**config.mk**
```make
export PLATFORM = sky130hd
export DESIGN_NAME = gate_position_tracker_top_flat
export DESIGN_NICKNAME = d
export VERILOG_FILES = /design/src/rtl/gpt_pkg.sv /design/src/rtl/gpt_if.sv /design/src/rtl/gpt_dp.sv /design/src/rtl/gpt_ctrl.sv /design/src/rtl/gate_position_tracker_top.sv /design/src/flat_wrapper.sv
export SDC_FILE = /design/constraint.sdc
export NUM_CORES = 1
export LEC_CHECK = 0
export ABC_AREA = 1
export BUFFER_PORTS_ARGS = -buffer_cell sky130_fd_sc_hd__buf_2
export CORE_MARGIN = 2
export CORE_UTILIZATION = 60
export DETAILED_ROUTE_END_ITERATION = 10
export GPL_TIMING_DRIVEN = 0
export PLACE_DENSITY = 0.85
export SYNTH_ARGS = -nofsm -noshare
export SYNTH_HDL_FRONTEND = slang
export SYNTH_HIERARCHICAL = 1
export SYNTH_SLANG_ARGS = --single-unit
```
**constraint.sdc**
```tcl
create_clock -name clk -period 8.1 [get_ports clk]
set_clock_uncertainty 0.15 [all_clocks]
set_input_delay 1.215 -clock clk [delete_from_list [all_inputs] [get_ports clk]]
set_output_delay 1.215 -clock clk [all_outputs]
set_load 0.05 [all_outputs]
```
**src/rtl/gpt_pkg.sv**
```systemverilog
// Shared types, codes and constants of the gate position tracker.
// No dependencies; used by every other file of the block but the macros header.
`timescale 1ns / 1ps

package gpt_pkg;

	localparam int TIME_W     = 32;
	localparam int POS_W      = 7;
	localparam int TRAVEL_W   = 8;
	localparam int MINUPD_W   = 16;
	localparam int CFG_IDX_W  = 2;
	localparam int CFG_DATA_W = 16;
	localparam int DIVISOR_W  = 12;  // 10 * 255 fits in 12 bits
	localparam int DIV_STEPS  = TIME_W;
	localparam int CNT_W      = $clog2(DIV_STEPS);

	localparam logic [POS_W-1:0] POS_FULL = POS_W'(100);
	localparam logic [POS_W-1:0] POS_ZERO = '0;

	// travel time reset values, minimum update interval reset value
	localparam logic [TRAVEL_W-1:0] UP_TRAVEL_RST   = TRAVEL_W'(13);
	localparam logic [TRAVEL_W-1:0] DOWN_TRAVEL_RST = TRAVEL_W'(19);
	localparam logic [MINUPD_W-1:0] MIN_UPDATE_RST  = MINUPD_W'(200);

	// configuration register indexes
	localparam logic [CFG_IDX_W-1:0] REG_UP_TRAVEL   = 2'd0;
	localparam logic [CFG_IDX_W-1:0] REG_DOWN_TRAVEL = 2'd1;
	localparam logic [CFG_IDX_W-1:0] REG_MIN_UPDATE  = 2'd2;

	typedef enum logic [2:0] {
		MODE_POLL,
		MODE_OPEN,
		MODE_CLOSE,
		MODE_STOP,
		MODE_LIGHT_ON,
		MODE_LIGHT_OFF
	} mode_t;

	typedef enum logic [2:0] {
		G_OPEN,
		G_OPENING,
		G_CLOSED,
		G_CLOSING,
		G_STOPPED,
		G_UNKNOWN
	} gate_mode_t;

	typedef enum logic [1:0] {
		L_OFF,
		L_ON,
		L_UNKNOWN
	} light_mode_t;

	localparam logic [1:0] RELAY_NONE  = 2'd0;
	localparam logic [1:0] RELAY_OPEN  = 2'd1;
	localparam logic [1:0] RELAY_CLOSE = 2'd2;
	localparam logic [1:0] RELAY_STOP  = 2'd3;

	localparam logic [1:0] DRIVE_NONE = 2'd0;
	localparam logic [1:0] DRIVE_OFF  = 2'd1;
	localparam logic [1:0] DRIVE_ON   = 2'd2;

	typedef struct packed {
		logic [2:0]        mode;
		logic              force_req;
		logic              open_switch;
		logic              closed_switch;
		logic              light_sense;
		logic [TIME_W-1:0] now_ms;
	} item_t;

	typedef struct packed {
		logic [2:0]       gate_report;
		logic [POS_W-1:0] position_pct;
		logic             state_publish;
		logic             position_publish;
		logic             light_report;
		logic             light_publish;
		logic [1:0]       relay_fire;
		logic [1:0]       light_drive;
	} result_t;

	// controller -> datapath
	typedef struct packed {
		logic load;
		logic step;
		logic commit;
	} gpt_cmd_t;

	// datapath -> controller
	typedef struct packed {
		logic needs_div;
	} gpt_sts_t;

endpackage

```
**src/rtl/gpt_if.sv**
```systemverilog
// Request channel interfaces of the gate position tracker.
// Depends on gpt_pkg for field widths.
`timescale 1ns / 1ps

interface gpt_in_if import gpt_pkg::*; ();
	logic              valid;
	logic              ready;
	logic [2:0]        mode;
	logic              force_req;
	logic              open_switch;
	logic              closed_switch;
	logic              light_sense;
	logic [TIME_W-1:0] now_ms;

	modport source(output valid, mode, force_req, open_switch, closed_switch,
		light_sense, now_ms, input ready);
	modport sink(input valid, mode, force_req, open_switch, closed_switch,
		light_sense, now_ms, output ready);
endinterface

interface gpt_out_if import gpt_pkg::*; ();
	logic             valid;
	logic             ready;
	logic [2:0]       gate_report;
	logic [POS_W-1:0] position_pct;
	logic             state_publish;
	logic             position_publish;
	logic             light_report;
	logic             light_publish;
	logic [1:0]       relay_fire;
	logic [1:0]       light_drive;

	modport source(output valid, gate_report, position_pct, state_publish,
		position_publish, light_report, light_publish, relay_fire, light_drive,
		input ready);
	modport sink(input valid, gate_report, position_pct, state_publish,
		position_publish, light_report, light_publish, relay_fire, light_drive,
		output ready);
endinterface

```
**src/rtl/gpt_dp.sv**
```systemverilog
// Datapath: config registers, tracker state, restoring divider, result register.
// Depends on gpt_pkg; sequenced by gpt_ctrl.
`timescale 1ns / 1ps

module gpt_dp import gpt_pkg::*; (
	input  logic                  clk,
	input  logic                  arst_n,
	input  gpt_cmd_t              cmd,
	output gpt_sts_t              sts,
	input  logic                  cfg_we,
	input  logic [CFG_IDX_W-1:0]  cfg_index,
	input  logic [CFG_DATA_W-1:0] cfg_data,
	input  item_t                 item,
	output result_t               res
);

	logic [TRAVEL_W-1:0]  up_q, down_q;
	logic [MINUPD_W-1:0]  min_q;

	gate_mode_t           gm_q;
	logic [POS_W-1:0]     pos_q;
	logic [TIME_W-1:0]    lmt_q;
	light_mode_t          lm_q;

	item_t                it_q;
	logic [TIME_W-1:0]    elapsed_q;
	logic [DIVISOR_W-1:0] div10_q;
	logic [DIVISOR_W-1:0] rem_q;
	logic [TIME_W-1:0]    dq_q;     // dividend shifts out the top, quotient in the bottom
	result_t              res_q;

	gate_mode_t           g1;       // gate mode after the between-switch transition
	logic                 at_open, at_closed, between, moving;
	logic [TRAVEL_W-1:0]  sec, sec_nz;
	logic [DIVISOR_W-1:0] div10;
	logic [DIVISOR_W:0]   rem_sh;
	logic                 rem_ge;
	logic [POS_W-1:0]     delta;
	logic [POS_W:0]       pos_sum;
	logic                 sf;

	gate_mode_t           sy_gm, gm_n;
	logic [POS_W-1:0]     sy_pos, pos_n;
	logic [TIME_W-1:0]    sy_lmt, lmt_n;
	light_mode_t          sy_lm, lm_n;
	logic                 sy_ps, sy_pp, sy_pl;
	logic                 ps, pp, pl;
	logic [1:0]           relay, drive;

	assign at_open   = !it_q.open_switch && it_q.closed_switch;
	assign at_closed = it_q.open_switch && !it_q.closed_switch;
	assign between   = !at_open && !at_closed;

	always_comb begin
		case (gm_q)
			G_OPEN, G_OPENING:   g1 = G_OPENING;
			G_CLOSED, G_CLOSING: g1 = G_CLOSING;
			G_UNKNOWN:           g1 = G_STOPPED;
			default:             g1 = gm_q;
		endcase
	end

	assign moving = (g1 == G_OPENING) || (g1 == G_CLOSING);
	assign sts.needs_div = (it_q.mode == MODE_POLL) && between && moving;

	// divisor = 10 * travel seconds; elapsed*100/(sec*1000) reduces to elapsed/(10*sec)
	assign sec    = (g1 == G_OPENING) ? up_q : down_q;
	assign sec_nz = (sec == '0) ? TRAVEL_W'(1) : sec;
	assign div10  = DIVISOR_W'({sec_nz, 3'b000}) + DIVISOR_W'({sec_nz, 1'b0});

	assign rem_sh = {rem_q, dq_q[TIME_W-1]};
	assign rem_ge = rem_sh >= {1'b0, div10_q};

	// quotient saturates; position never moves more than 100 anyway
	assign delta = (|dq_q[TIME_W-1:POS_W]) ? {POS_W{1'b1}} : dq_q[POS_W-1:0];
	assign pos_sum = {1'b0, pos_q} + {1'b0, delta};

	assign sf = (it_q.mode == MODE_POLL) ? it_q.force_req : 1'b1;

	// resync from switches and time
	always_comb begin
		sy_lm  = it_q.light_sense ? L_ON : L_OFF;
		sy_pl  = sf || (lm_q != sy_lm);
		sy_gm  = g1;
		sy_pos = pos_q;
		sy_lmt = lmt_q;
		sy_pp  = sf;
		sy_ps  = sf || (gm_q != g1);
		if (!between) begin
			sy_gm  = at_open ? G_OPEN : G_CLOSED;
			sy_pos = at_open ? POS_FULL : POS_ZERO;
			sy_lmt = it_q.now_ms;
			sy_ps  = sf || (gm_q != sy_gm);
			sy_pp  = sy_ps;
		end else if (moving && (elapsed_q >= TIME_W'(min_q) || sf)
				&& (delta != '0 || sf)) begin
			if (g1 == G_OPENING) begin
				sy_pos = (pos_sum >= (POS_W+1)'(POS_FULL)) ? POS_FULL : pos_sum[POS_W-1:0];
			end else begin
				sy_pos = (delta >= pos_q) ? POS_ZERO : pos_q - delta;
			end
			sy_lmt = it_q.now_ms;
			sy_pp  = 1'b1;
		end
	end

	always_comb begin
		gm_n  = gm_q;
		pos_n = pos_q;
		lmt_n = lmt_q;
		lm_n  = lm_q;
		ps    = 1'b0;
		pp    = 1'b0;
		pl    = 1'b0;
		relay = RELAY_NONE;
		drive = DRIVE_NONE;
		case (mode_t'(it_q.mode))
			MODE_POLL: begin
				gm_n  = sy_gm;
				pos_n = sy_pos;
				lmt_n = sy_lmt;
				lm_n  = sy_lm;
				ps    = sy_ps;
				pp    = sy_pp;
				pl    = sy_pl;
			end
			MODE_OPEN, MODE_CLOSE, MODE_STOP: begin
				case (mode_t'(it_q.mode))
					MODE_OPEN:  relay = RELAY_OPEN;
					MODE_CLOSE: relay = RELAY_CLOSE;
					default:    relay = RELAY_STOP;
				endcase
				if (between) begin
					ps = 1'b1;
					case (mode_t'(it_q.mode))
						MODE_OPEN: begin
							gm_n  = G_OPENING;
							lmt_n = it_q.now_ms;
						end
						MODE_CLOSE: begin
							gm_n  = G_CLOSING;
							lmt_n = it_q.now_ms;
						end
						default: gm_n = G_STOPPED;  // stop keeps the move time
					endcase
				end else begin
					gm_n  = sy_gm;
					pos_n = sy_pos;
					lmt_n = sy_lmt;
					lm_n  = sy_lm;
					ps    = sy_ps;
					pp    = sy_pp;
					pl    = sy_pl;
				end
			end
			MODE_LIGHT_ON: begin
				drive = DRIVE_ON;
				lm_n  = L_ON;
				pl    = 1'b1;
			end
			MODE_LIGHT_OFF: begin
				drive = DRIVE_OFF;
				lm_n  = L_OFF;
				pl    = 1'b1;
			end
			default: ;
		endcase
	end

	always_ff @(posedge clk or negedge arst_n) begin
		if (!arst_n) begin
			up_q   <= UP_TRAVEL_RST;
			down_q <= DOWN_TRAVEL_RST;
			min_q  <= MIN_UPDATE_RST;
			gm_q   <= G_UNKNOWN;
			pos_q  <= POS_ZERO;
			lmt_q  <= '0;
			lm_q   <= L_UNKNOWN;
		end else begin
			if (cfg_we) begin
				case (cfg_index)
					REG_UP_TRAVEL:   up_q   <= cfg_data[TRAVEL_W-1:0];
					REG_DOWN_TRAVEL: down_q <= cfg_data[TRAVEL_W-1:0];
					REG_MIN_UPDATE:  min_q  <= cfg_data[MINUPD_W-1:0];
					default: ;
				endcase
			end
			if (cmd.commit) begin
				gm_q  <= gm_n;
				pos_q <= pos_n;
				lmt_q <= lmt_n;
				lm_q  <= lm_n;
			end
		end
	end

	always_ff @(posedge clk) begin
		if (cmd.load) begin
			it_q      <= item;
			elapsed_q <= item.now_ms - lmt_q;
			dq_q      <= item.now_ms - lmt_q;
			rem_q     <= '0;
		end else if (cmd.step) begin
			rem_q <= rem_ge ? DIVISOR_W'(rem_sh - {1'b0, div10_q}) : rem_sh[DIVISOR_W-1:0];
			dq_q  <= {dq_q[TIME_W-2:0], rem_ge};
		end
		// state is stable from load to commit, so the divisor can follow it
		div10_q <= div10;
		if (cmd.commit) begin
			res_q.gate_report      <= (gm_n == G_UNKNOWN) ? G_STOPPED : gm_n;
			res_q.position_pct     <= pos_n;
			res_q.state_publish    <= ps;
			res_q.position_publish <= pp;
			res_q.light_report     <= (lm_n == L_ON);
			res_q.light_publish    <= pl;
			res_q.relay_fire       <= relay;
			res_q.light_drive      <= drive;
		end
	end

	assign res = res_q;

endmodule

```
**src/rtl/gpt_ctrl.sv**
```systemverilog
// Controller: request handshakes and the divide sequence of the tracker.
// Depends on gpt_pkg; drives gpt_dp through command/status structs.
`timescale 1ns / 1ps

module gpt_ctrl import gpt_pkg::*; (
	input  logic     clk,
	input  logic     arst_n,
	input  logic     in_valid,
	output logic     in_ready,
	output logic     out_valid,
	input  logic     out_ready,
	output gpt_cmd_t cmd,
	input  gpt_sts_t sts
);

	typedef enum logic [1:0] {
		ST_IDLE,
		ST_CHECK,
		ST_DIV,
		ST_DONE
	} state_t;

	state_t           state_q;
	logic [CNT_W-1:0] cnt_q;
	logic             out_valid_q;

	assign in_ready   = (state_q == ST_IDLE);
	assign cmd.load   = (state_q == ST_IDLE) && in_valid;
	assign cmd.step   = (state_q == ST_DIV);
	// result register frees up when the pending result is taken this cycle
	assign cmd.commit = (state_q == ST_DONE) && (!out_valid_q || out_ready);
	assign out_valid  = out_valid_q;

	always_ff @(posedge clk or negedge arst_n) begin
		if (!arst_n) begin
			state_q     <= ST_IDLE;
			cnt_q       <= '0;
			out_valid_q <= 1'b0;
		end else begin
			if (cmd.commit) out_valid_q <= 1'b1;
			else if (out_ready) out_valid_q <= 1'b0;
			case (state_q)
				ST_IDLE: begin
					if (in_valid) state_q <= ST_CHECK;
				end
				ST_CHECK: begin
					cnt_q <= '0;
					state_q <= sts.needs_div ? ST_DIV : ST_DONE;
				end
				ST_DIV: begin
					cnt_q <= cnt_q + 1'b1;
					if (cnt_q == CNT_W'(DIV_STEPS - 1)) state_q <= ST_DONE;
				end
				ST_DONE: begin
					if (cmd.commit) state_q <= ST_IDLE;
				end
				default: state_q <= ST_IDLE;
			endcase
		end
	end

endmodule

```
**src/rtl/gate_position_tracker_top.sv**
```systemverilog
// Channel      | Dir | Handshake      | Payload
// in_ch        | in  | valid / ready  | mode, force_req, switches, light_sense, now_ms
// out_ch       | out | valid / ready  | gate/light reports, publish flags, relay, drive
// cfg          | in  | cfg_we         | cfg_index, cfg_data (no read-back)
//
// A request passes IDLE, CHECK and DONE from accept to the next accept; a poll
// that finds the gate moving between the switches also passes DIV, where the
// 32-step restoring divider in gpt_dp (one quotient bit per cycle) runs.
// The result register lets a new request be accepted while a result waits;
// the next commit then stalls until out_ch.ready.
// Reset is asynchronous, active low; config returns to 13 s / 19 s / 200 ms.
`timescale 1ns / 1ps

module gate_position_tracker_top import gpt_pkg::*; (
	input  logic                  clk,
	input  logic                  arst_n,
	gpt_in_if.sink                in_ch,
	gpt_out_if.source             out_ch,
	input  logic                  cfg_we,
	input  logic [CFG_IDX_W-1:0]  cfg_index,
	input  logic [CFG_DATA_W-1:0] cfg_data
);

	gpt_cmd_t cmd;
	gpt_sts_t sts;
	item_t    item;
	result_t  res;

	assign item.mode          = in_ch.mode;
	assign item.force_req     = in_ch.force_req;
	assign item.open_switch   = in_ch.open_switch;
	assign item.closed_switch = in_ch.closed_switch;
	assign item.light_sense   = in_ch.light_sense;
	assign item.now_ms        = in_ch.now_ms;

	gpt_ctrl u_ctrl (
		.clk       (clk),
		.arst_n    (arst_n),
		.in_valid  (in_ch.valid),
		.in_ready  (in_ch.ready),
		.out_valid (out_ch.valid),
		.out_ready (out_ch.ready),
		.cmd       (cmd),
		.sts       (sts)
	);

	gpt_dp u_dp (
		.clk       (clk),
		.arst_n    (arst_n),
		.cmd       (cmd),
		.sts       (sts),
		.cfg_we    (cfg_we),
		.cfg_index (cfg_index),
		.cfg_data  (cfg_data),
		.item      (item),
		.res       (res)
	);

	assign out_ch.gate_report      = res.gate_report;
	assign out_ch.position_pct     = res.position_pct;
	assign out_ch.state_publish    = res.state_publish;
	assign out_ch.position_publish = res.position_publish;
	assign out_ch.light_report     = res.light_report;
	assign out_ch.light_publish    = res.light_publish;
	assign out_ch.relay_fire       = res.relay_fire;
	assign out_ch.light_drive      = res.light_drive;

endmodule

```
**src/flat_wrapper.sv**
```systemverilog
// flat-port wrapper written by rule: the top's interface ports become plain ports
module gate_position_tracker_top_flat import gpt_pkg::*;
  (clk, arst_n, cfg_we, cfg_index, cfg_data, in_ch_valid, in_ch_mode, in_ch_force_req, in_ch_open_switch, in_ch_closed_switch, in_ch_light_sense, in_ch_now_ms, in_ch_ready, out_ch_valid, out_ch_gate_report, out_ch_position_pct, out_ch_state_publish, out_ch_position_publish, out_ch_light_report, out_ch_light_publish, out_ch_relay_fire, out_ch_light_drive, out_ch_ready);
  gpt_in_if in_ch_i ();
  gpt_out_if out_ch_i ();
  input  logic clk;
  input  logic arst_n;
  input  logic cfg_we;
  input  logic [CFG_IDX_W-1:0] cfg_index;
  input  logic [CFG_DATA_W-1:0] cfg_data;
  input wire logic [$bits(in_ch_i.valid)-1:0] in_ch_valid;
  input wire logic [$bits(in_ch_i.mode)-1:0] in_ch_mode;
  input wire logic [$bits(in_ch_i.force_req)-1:0] in_ch_force_req;
  input wire logic [$bits(in_ch_i.open_switch)-1:0] in_ch_open_switch;
  input wire logic [$bits(in_ch_i.closed_switch)-1:0] in_ch_closed_switch;
  input wire logic [$bits(in_ch_i.light_sense)-1:0] in_ch_light_sense;
  input wire logic [$bits(in_ch_i.now_ms)-1:0] in_ch_now_ms;
  output wire logic [$bits(in_ch_i.ready)-1:0] in_ch_ready;
  output wire logic [$bits(out_ch_i.valid)-1:0] out_ch_valid;
  output wire logic [$bits(out_ch_i.gate_report)-1:0] out_ch_gate_report;
  output wire logic [$bits(out_ch_i.position_pct)-1:0] out_ch_position_pct;
  output wire logic [$bits(out_ch_i.state_publish)-1:0] out_ch_state_publish;
  output wire logic [$bits(out_ch_i.position_publish)-1:0] out_ch_position_publish;
  output wire logic [$bits(out_ch_i.light_report)-1:0] out_ch_light_report;
  output wire logic [$bits(out_ch_i.light_publish)-1:0] out_ch_light_publish;
  output wire logic [$bits(out_ch_i.relay_fire)-1:0] out_ch_relay_fire;
  output wire logic [$bits(out_ch_i.light_drive)-1:0] out_ch_light_drive;
  input wire logic [$bits(out_ch_i.ready)-1:0] out_ch_ready;
  assign in_ch_i.valid = in_ch_valid;
  assign in_ch_i.mode = in_ch_mode;
  assign in_ch_i.force_req = in_ch_force_req;
  assign in_ch_i.open_switch = in_ch_open_switch;
  assign in_ch_i.closed_switch = in_ch_closed_switch;
  assign in_ch_i.light_sense = in_ch_light_sense;
  assign in_ch_i.now_ms = in_ch_now_ms;
  assign in_ch_ready = in_ch_i.ready;
  assign out_ch_valid = out_ch_i.valid;
  assign out_ch_gate_report = out_ch_i.gate_report;
  assign out_ch_position_pct = out_ch_i.position_pct;
  assign out_ch_state_publish = out_ch_i.state_publish;
  assign out_ch_position_publish = out_ch_i.position_publish;
  assign out_ch_light_report = out_ch_i.light_report;
  assign out_ch_light_publish = out_ch_i.light_publish;
  assign out_ch_relay_fire = out_ch_i.relay_fire;
  assign out_ch_light_drive = out_ch_i.light_drive;
  assign out_ch_i.ready = out_ch_ready;
  gate_position_tracker_top u_core (.clk(clk), .arst_n(arst_n), .in_ch(in_ch_i), .out_ch(out_ch_i), .cfg_we(cfg_we), .cfg_index(cfg_index), .cfg_data(cfg_data));
endmodule
```
* Yosys cells after proc, flatten, opt, wreduce, memory -nomap -nowiden
Cells that the tools add are included.
Word-level totals: register bits 229, latch bits 0, memory bits (writable) 0, ROM bits 0, bits of input ports 62, output and inout port bits 20, memories 0
Cells by class: $add $sub $neg 6, multiply operators 0, divide/modulo/power cells 0, order comparisons 4, equal/unequal tests 26, shift-type cells 0, muxes and demuxes 48, bitwise operators 0, reduce and logical (&&, ||, !) cells 42
Operators by type and width (number):
- 32-bit 2-to-1 mux | 6
- 32-bit case mux with 2 select lines | 1
- 7-bit 2-to-1 mux | 8
- 32-bit by 16-bit greater-or-equal comparator with 1-bit output | 1
- 32-bit subtractor | 1
- 25-bit OR reduction | 1
- 8-bit 2-to-1 mux | 2
- 2-bit case mux with 4 select lines | 2
- 3-bit by 2-bit == test with 1-bit output, second input constant | 5
- 7-bit case mux with 2 select lines | 1
- 13-bit by 12-bit greater-or-equal comparator with 1-bit output | 1
- 11-bit by 9-bit adder with 12-bit output | 1
- 3-bit == test, second input constant | 4
- 12-bit 2-to-1 mux | 1
- 3-bit case mux with 2 select lines | 2
- 12-bit subtractor | 1
- 1-bit 2-to-1 mux | 11
- 2-bit 2-to-1 mux | 5
- 5-bit case mux with 2 select lines | 1
- 3-bit by 1-bit == test with 1-bit output, second input constant | 3
- 1-bit logical AND | 9
- 3-bit case mux with 3 select lines | 1
- 7-bit by 7-bit adder with 8-bit output | 1
- 8-bit by 7-bit greater-or-equal comparator with 1-bit output, second input constant | 1
- other kinds (27) | 56

* Depth between registers and ports, before layout
depth after elaboration 11, mapped depth 27, mapped depth without buffers 26

* Cells and area by module
Netlist, hierarchy kept.
Modules (own cells, without submodules):
- gpt_dp | times used 1, cells each 1423, area an instance 12293.0 um^2, sequential area each 6010.8 um^2
- gpt_ctrl | times used 1, cells each 67, area an instance 515.5 um^2, sequential area each 200.2 um^2

* Least setup slack after synthesis
Ideal clock, no wire load.
path type input port to flip-flop, from in in_ch_valid, to reg u_core.u_dp.dq_q[0], enable pin, setup time 0.388 ns, arrival time 3.725 ns, path slack 3.837 ns, stages on the path 5, cell sequence nand2_1 inv_1 clkbuf_1 nor2_1 inv_1
RTL lines:
- start, declared | line flat_wrapper.sv:11 | input wire logic [$bits(in_ch_i.valid)-1:0] in_ch_valid;
- end signal, assigned | line gpt_dp.sv:201 | dq_q <= item.now_ms - lmt_q;
- end signal, assigned | line gpt_dp.sv:205 | dq_q <= {dq_q[TIME_W-2:0], rem_ge};
- end, declared | line gpt_dp.sv:29 | logic [TIME_W-1:0] dq_q;

* Worst setup path in the final report
from reg u_core.u_dp.dq_q[31], to reg u_core/u_dp/res[13] (netlist name)
Between the ends: cells in the longest elaborated chain, start to end 10, elaborated cells between the ends (all ways) 16
RTL lines:
- 25-bit OR reduction (*) | line gpt_dp.sv:75 | assign delta = (|dq_q[TIME_W-1:POS_W]) ? {POS_W{1'b1}} : dq_q[POS_W-1:0];
- 7-bit 2-to-1 mux (*) | line gpt_dp.sv:75
- 7-bit by 7-bit adder with 8-bit output | line gpt_dp.sv:76 | assign pos_sum = {1'b0, pos_q} + {1'b0, delta};
- 8-bit by 7-bit greater-or-equal comparator with 1-bit output | line gpt_dp.sv:98 | sy_pos = (pos_sum >= (POS_W+1)'(POS_FULL)) ? POS_FULL : pos_sum[POS_W-1:0];
- 7-bit 2-to-1 mux | line gpt_dp.sv:98
- 7-bit 2-to-1 mux | line gpt_dp.sv:97 | if (g1 == G_OPENING) begin
- 7-bit 2-to-1 mux (*) | line gpt_dp.sv:95 | end else if (moving && (elapsed_q >= TIME_W'(min_q) || sf)
- 7-bit 2-to-1 mux (*) | line gpt_dp.sv:89 | if (!between) begin
- 7-bit 2-to-1 mux | line gpt_dp.sv:133 | if (between) begin
- 7-bit case mux with 2 select lines (*) | line gpt_dp.sv:117 | case (mode_t'(it_q.mode))
- net u_core.u_dp.pos_n[5] | line gpt_dp.sv:43 | logic [POS_W-1:0] sy_pos, pos_n;
Mark *: on every way through the listed nets, which the timed path passes. The rest lies on a longest branch. A chain may end at the register's enable or synchronous reset.

==> summary.md <==
| Metric | Value |
|---|---|
| Max Cap Viol | 0 |
| Crit path max-delay family | simple AND/OR/NAND/NOR gates |
| Drt first pass iters | 5 |
| Starting DRC count in detailed routing | ~700 |
| Vias post-DR | 10400 |
| Layout cell share with drive strength beyond 1 | 11.1% |
| Post-Syn Instances | roughly 1500 |
| Reg area | 6210 µm² |
| Critical path cell sequence | nor2_1 -> nand3_1 -> nor2_1 -> nand2_1 -> nor2_2 -> inv_1 -> nor2_1 -> inv_1 -> ha_1 -> nand3b_1 -> nand3_1 -> nand2_1 -> nand2_1 -> nand2_1 -> inv_1 -> nand4_1 -> nand2_1 -> nand3_1 -> nand3_1 -> nand2_1 -> a22oi_1 |
| Initial antenna violation count | 0 |
| Crit end category | flip-flop |
| DRC | 0 |
| Commonest cells post-synth | nand2_1, inv_1, nor2_1 |
| Yosys top cell area share | 28.4% |
| Setup bufs post-CTS | 0 |
| Area contributors post-synth | edfxtp_1, dfrtp_1, nand2_1 |
| Remaining global-route overflow | 0 |
| Crit Path Max Fanout | 6 |
| Cts repair resizes | 0 |
| Setup TNS | 0 ns |
| Bufs on Longest Clock Path | 3 |
| Drt total wl | 28.7 mm |
| Outcome | completed |
| Placed Cells | 1848 |
| Yosys cell types | a little over 60 |
| Final net count | between 1500 and 2000 |
| Unrepaired setup endpoints after global routing | no |
| Total power | around 5.6 mW |
| CTS tree | built |
| I/O pin count | 82 |
| First-pass GRT wire length | 47.3 mm |
| Core ar. | 21000 µm² |
| HP Class | reg -> reg |
| Kind of critical path | reg -> reg |
| Net Count, Synth | between 1500 and 2000 |
| Vias per inst | 5.48 |
| Final Non-Filler Cells | 1894 |
| Sequential share of the synthesized area | 48.5% |
| Period utilization | 44.6% |
| Slew @ Worst Pin | 1.26 ns |
| CTS Buf Count | 25 |
| Cell mode on critical path | nand2_1 |
| Buffers and inverters on the worst path | 3 |
| Number of antenna diodes | 0 |
| Pwr dens | 388 nW/µm² |
| Tmin final | 3.61 ns |
| Overall die width | 150 µm |
| Chip height | 150 µm |
| Synthesis-stage register bit count | approximately 230 |
| Max transition margin | 15.7% |
| EDFF count, synth | roughly 120 |
| Post-Syn Area per Cell | around 8.6 µm² |
| FILL cells | 1651 |
| Async set-reset flop share out of synthesis | 36.8% |
| Port bufs | 81 |
| Clk slew on worst S/H paths | 0.06 ns |
| Hpwl dp | 21.4 mm |
| All-Layer GR Usage | between 20% and 30% |
| Crit start category | flip-flop |
| Ys Warns | 6 |
| TritonCTS sink count | 228 |
| Rows | 53 |
| Mapped Area | around 13000 µm² |
| Worst Path Arrival | approximately 3.8 ns |
| Number of global-route vias before repair | approximately 10000 |
| Clock root buffer | clkbuf_16 |
| Static Leak | 6.93 nW |
| Final setup fails | 0 |
| DRT antenna net count | 0 |
| Worst path required time | 8.30 ns |
| Initial Utilization | about three fifths |
| Synth area leader | edfxtp_1 |
| Number of H-tree levels | 1 |
| Final Hold Viols | 0 |
| CP max stage delay | between 0.4 and 0.5 ns |
| Area of the multi-input gates | 5560 µm² |
| Maximum VDD drop | 0.248 mV |
| Die ar. | 22500 µm² |
| Prevailing post-synth register cell | edfxtp_1 |
| P&R area growth vs syn | 12.0% |
| Final Max Slew Viols | 0 |
| Gpl congestion | 0.942 |
| Pin count of the biggest net entering global routing | 73 |
| Hold-fix buffers, CTS | 0 |
| Wire per inst | between 15 and 20 µm |
| Max Fclk | roughly 0.28 GHz |
| CP max-delay cell | edfxtp_1 |
| Most common cell in the netlist | nand2_1 |
| Clk_lat worst skew | 0.53 ns |
## state kept, by name, summed over array words and instances (netlist names)
signal and count:
u_core/u_dp/it_q 39, u_core/u_dp/dq_q 32, u_core/u_dp/elapsed_q 32, u_core/u_dp/lmt_q 32, u_core/u_dp/res 18, u_core/u_dp/min_q 16, u_core/u_dp/rem_q 12, u_core/u_dp/div10_q 11
u_core/u_dp/down_q 8, u_core/u_dp/up_q 8, u_core/u_dp/pos_q 7, u_core/u_ctrl/cnt_q 5, u_core/u_dp/gm_q 3, u_core/u_ctrl/state_q 2, u_core/u_dp/lm_q 2, u_core/u_ctrl/out_valid 1
## power by group
group / total (mW) / switching, mW / leakage, nW / internal, mW
Clock: 1.03 / 0.452 / 0.372 / 0.581
Combinational: 2.58 / 1.73 / 4.28 / 0.851
Sequential: 1.96 / 0.186 / 2.28 / 1.77
Total: 5.57 / 2.37 / 6.93 / 3.21
## path summary, 6_finish.rpt
check                                              startpoint  slack, ns  cells past startpoint                                 end
max                            u_core/u_dp/dq_q[31]$_DFFE_PP_       4.49                     21       u_core/u_dp/res[13]$_DFFE_PP_
min reg2reg                u_core/u_dp/rem_q[11]$_SDFFE_PP0P_       0.32                      2  u_core/u_dp/rem_q[11]$_SDFFE_PP0P_
max in group asynchronous                              arst_n       6.62                      2     u_core/u_dp/lm_q[1]$_DFFE_PN1P_
min in group asynchronous                              arst_n       0.49                      1   u_core/u_dp/min_q[14]$_DFFE_PN0P_
max reg2reg                    u_core/u_dp/dq_q[31]$_DFFE_PP_       4.49                     21       u_core/u_dp/res[13]$_DFFE_PP_
min                        u_core/u_dp/rem_q[11]$_SDFFE_PP0P_       0.32                      2  u_core/u_dp/rem_q[11]$_SDFFE_PP0P_
## layout make-up
class / instances / share of cell area, %
flip-flops and latches: 228 / 43.3
multi-input cells: 1000 / 38.8
inverters: 228 / 5.98
clock buffers: 33 / 4.64
repair buffers: 83 / 3.14
well taps: 275 / 2.40
plain buffers: 34 / 1.26
clock inverters: 13 / 0.523
## tightest hold or removal path, delay by kind of cell, from the launching register on
kind            cells  cell delay, ns
flops               1            0.33
compound gates      1            0.06
simple gates        1            0.05
## through the flow
| stage | hold WS, ns | area [µm²] | util (%) | worst slack (ns) |
|---|---|---|---|---|
| 2_1_floorplan | 0.279 | 12800 | - | 3.84 |
| 3_3_place_gp | 0.299 | 13600 | 64.7 | 2.88 |
| 3_5_place_dp | 0.304 | 13600 | 64.9 | 4.09 |
| 4_1_cts | 0.319 | 14400 | 68.5 | 4.54 |
| 5_1_grt | 0.333 | 14400 | 68.5 | 4.23 |
| 6_report | 0.317 | 14400 | 68.5 | 4.49 |
## layer usage
layer / GRT usage [%] / up-vias / wire [µm]
met2: 45.9 / 349 / 14200
met4: 10.4 / 0 / 1090
met5: 0 / - / 0
li1: - / 5115 / -
met1: 32.0 / 4843 / 11900
met3: 3.61 / 77 / 1510
## kinds of logic (layout without fill, tap and decap cells)
family	after synthesis	count (layout)	share of synthesized area [%]
compound gates	251	251	11.1
xor+xnor	40	40	2.74
fa+ha+maj	91	91	9.18
buf+inv	262	391	8.10
flops	228	228	48.5
mux	2	2	0.156
simple gates	616	616	20.2
## layout by cell type, fill, tap and decap left out, types with 3 or more instances in the layout
cell | Yosys | final
nand2_1 | 347 | 347
inv_1 | 225 | 224
nor2_1 | 140 | 140
edfxtp_1 | 121 | 121
a21oi_1 | 109 | 108
buf_2 | 9 | 89
ha_1 | 86 | 86
o21ai_0 | 77 | 77
dfrtp_1 | 72 | 72
nand3_1 | 69 | 69
xor2_1 | 31 | 31
clkbuf_16 | 0 | 25
dfxtp_1 | 23 | 23
clkbuf_1 | 15 | 22
nand4_1 | 15 | 15
nor3_1 | 13 | 13
dfstp_2 | 12 | 12
o211ai_1 | 10 | 10
o21ai_1 | 9 | 9
and2_1 | 9 | 9
xnor2_1 | 9 | 9
clkinv_2 | 0 | 7
a21o_1 | 6 | 6
o21bai_1 | 6 | 6
nand2_2 | 5 | 5
nand3b_1 | 5 | 5
fa_1 | 5 | 5
buf_4 | 3 | 4
a21oi_2 | 3 | 4
o21ai_2 | 4 | 4
buf_6 | 4 | 4
clkinv_1 | 1 | 3
a31oi_1 | 3 | 3
a22oi_1 | 3 | 3
o22ai_1 | 3 | 3
(Power assumes the default switching activity.)
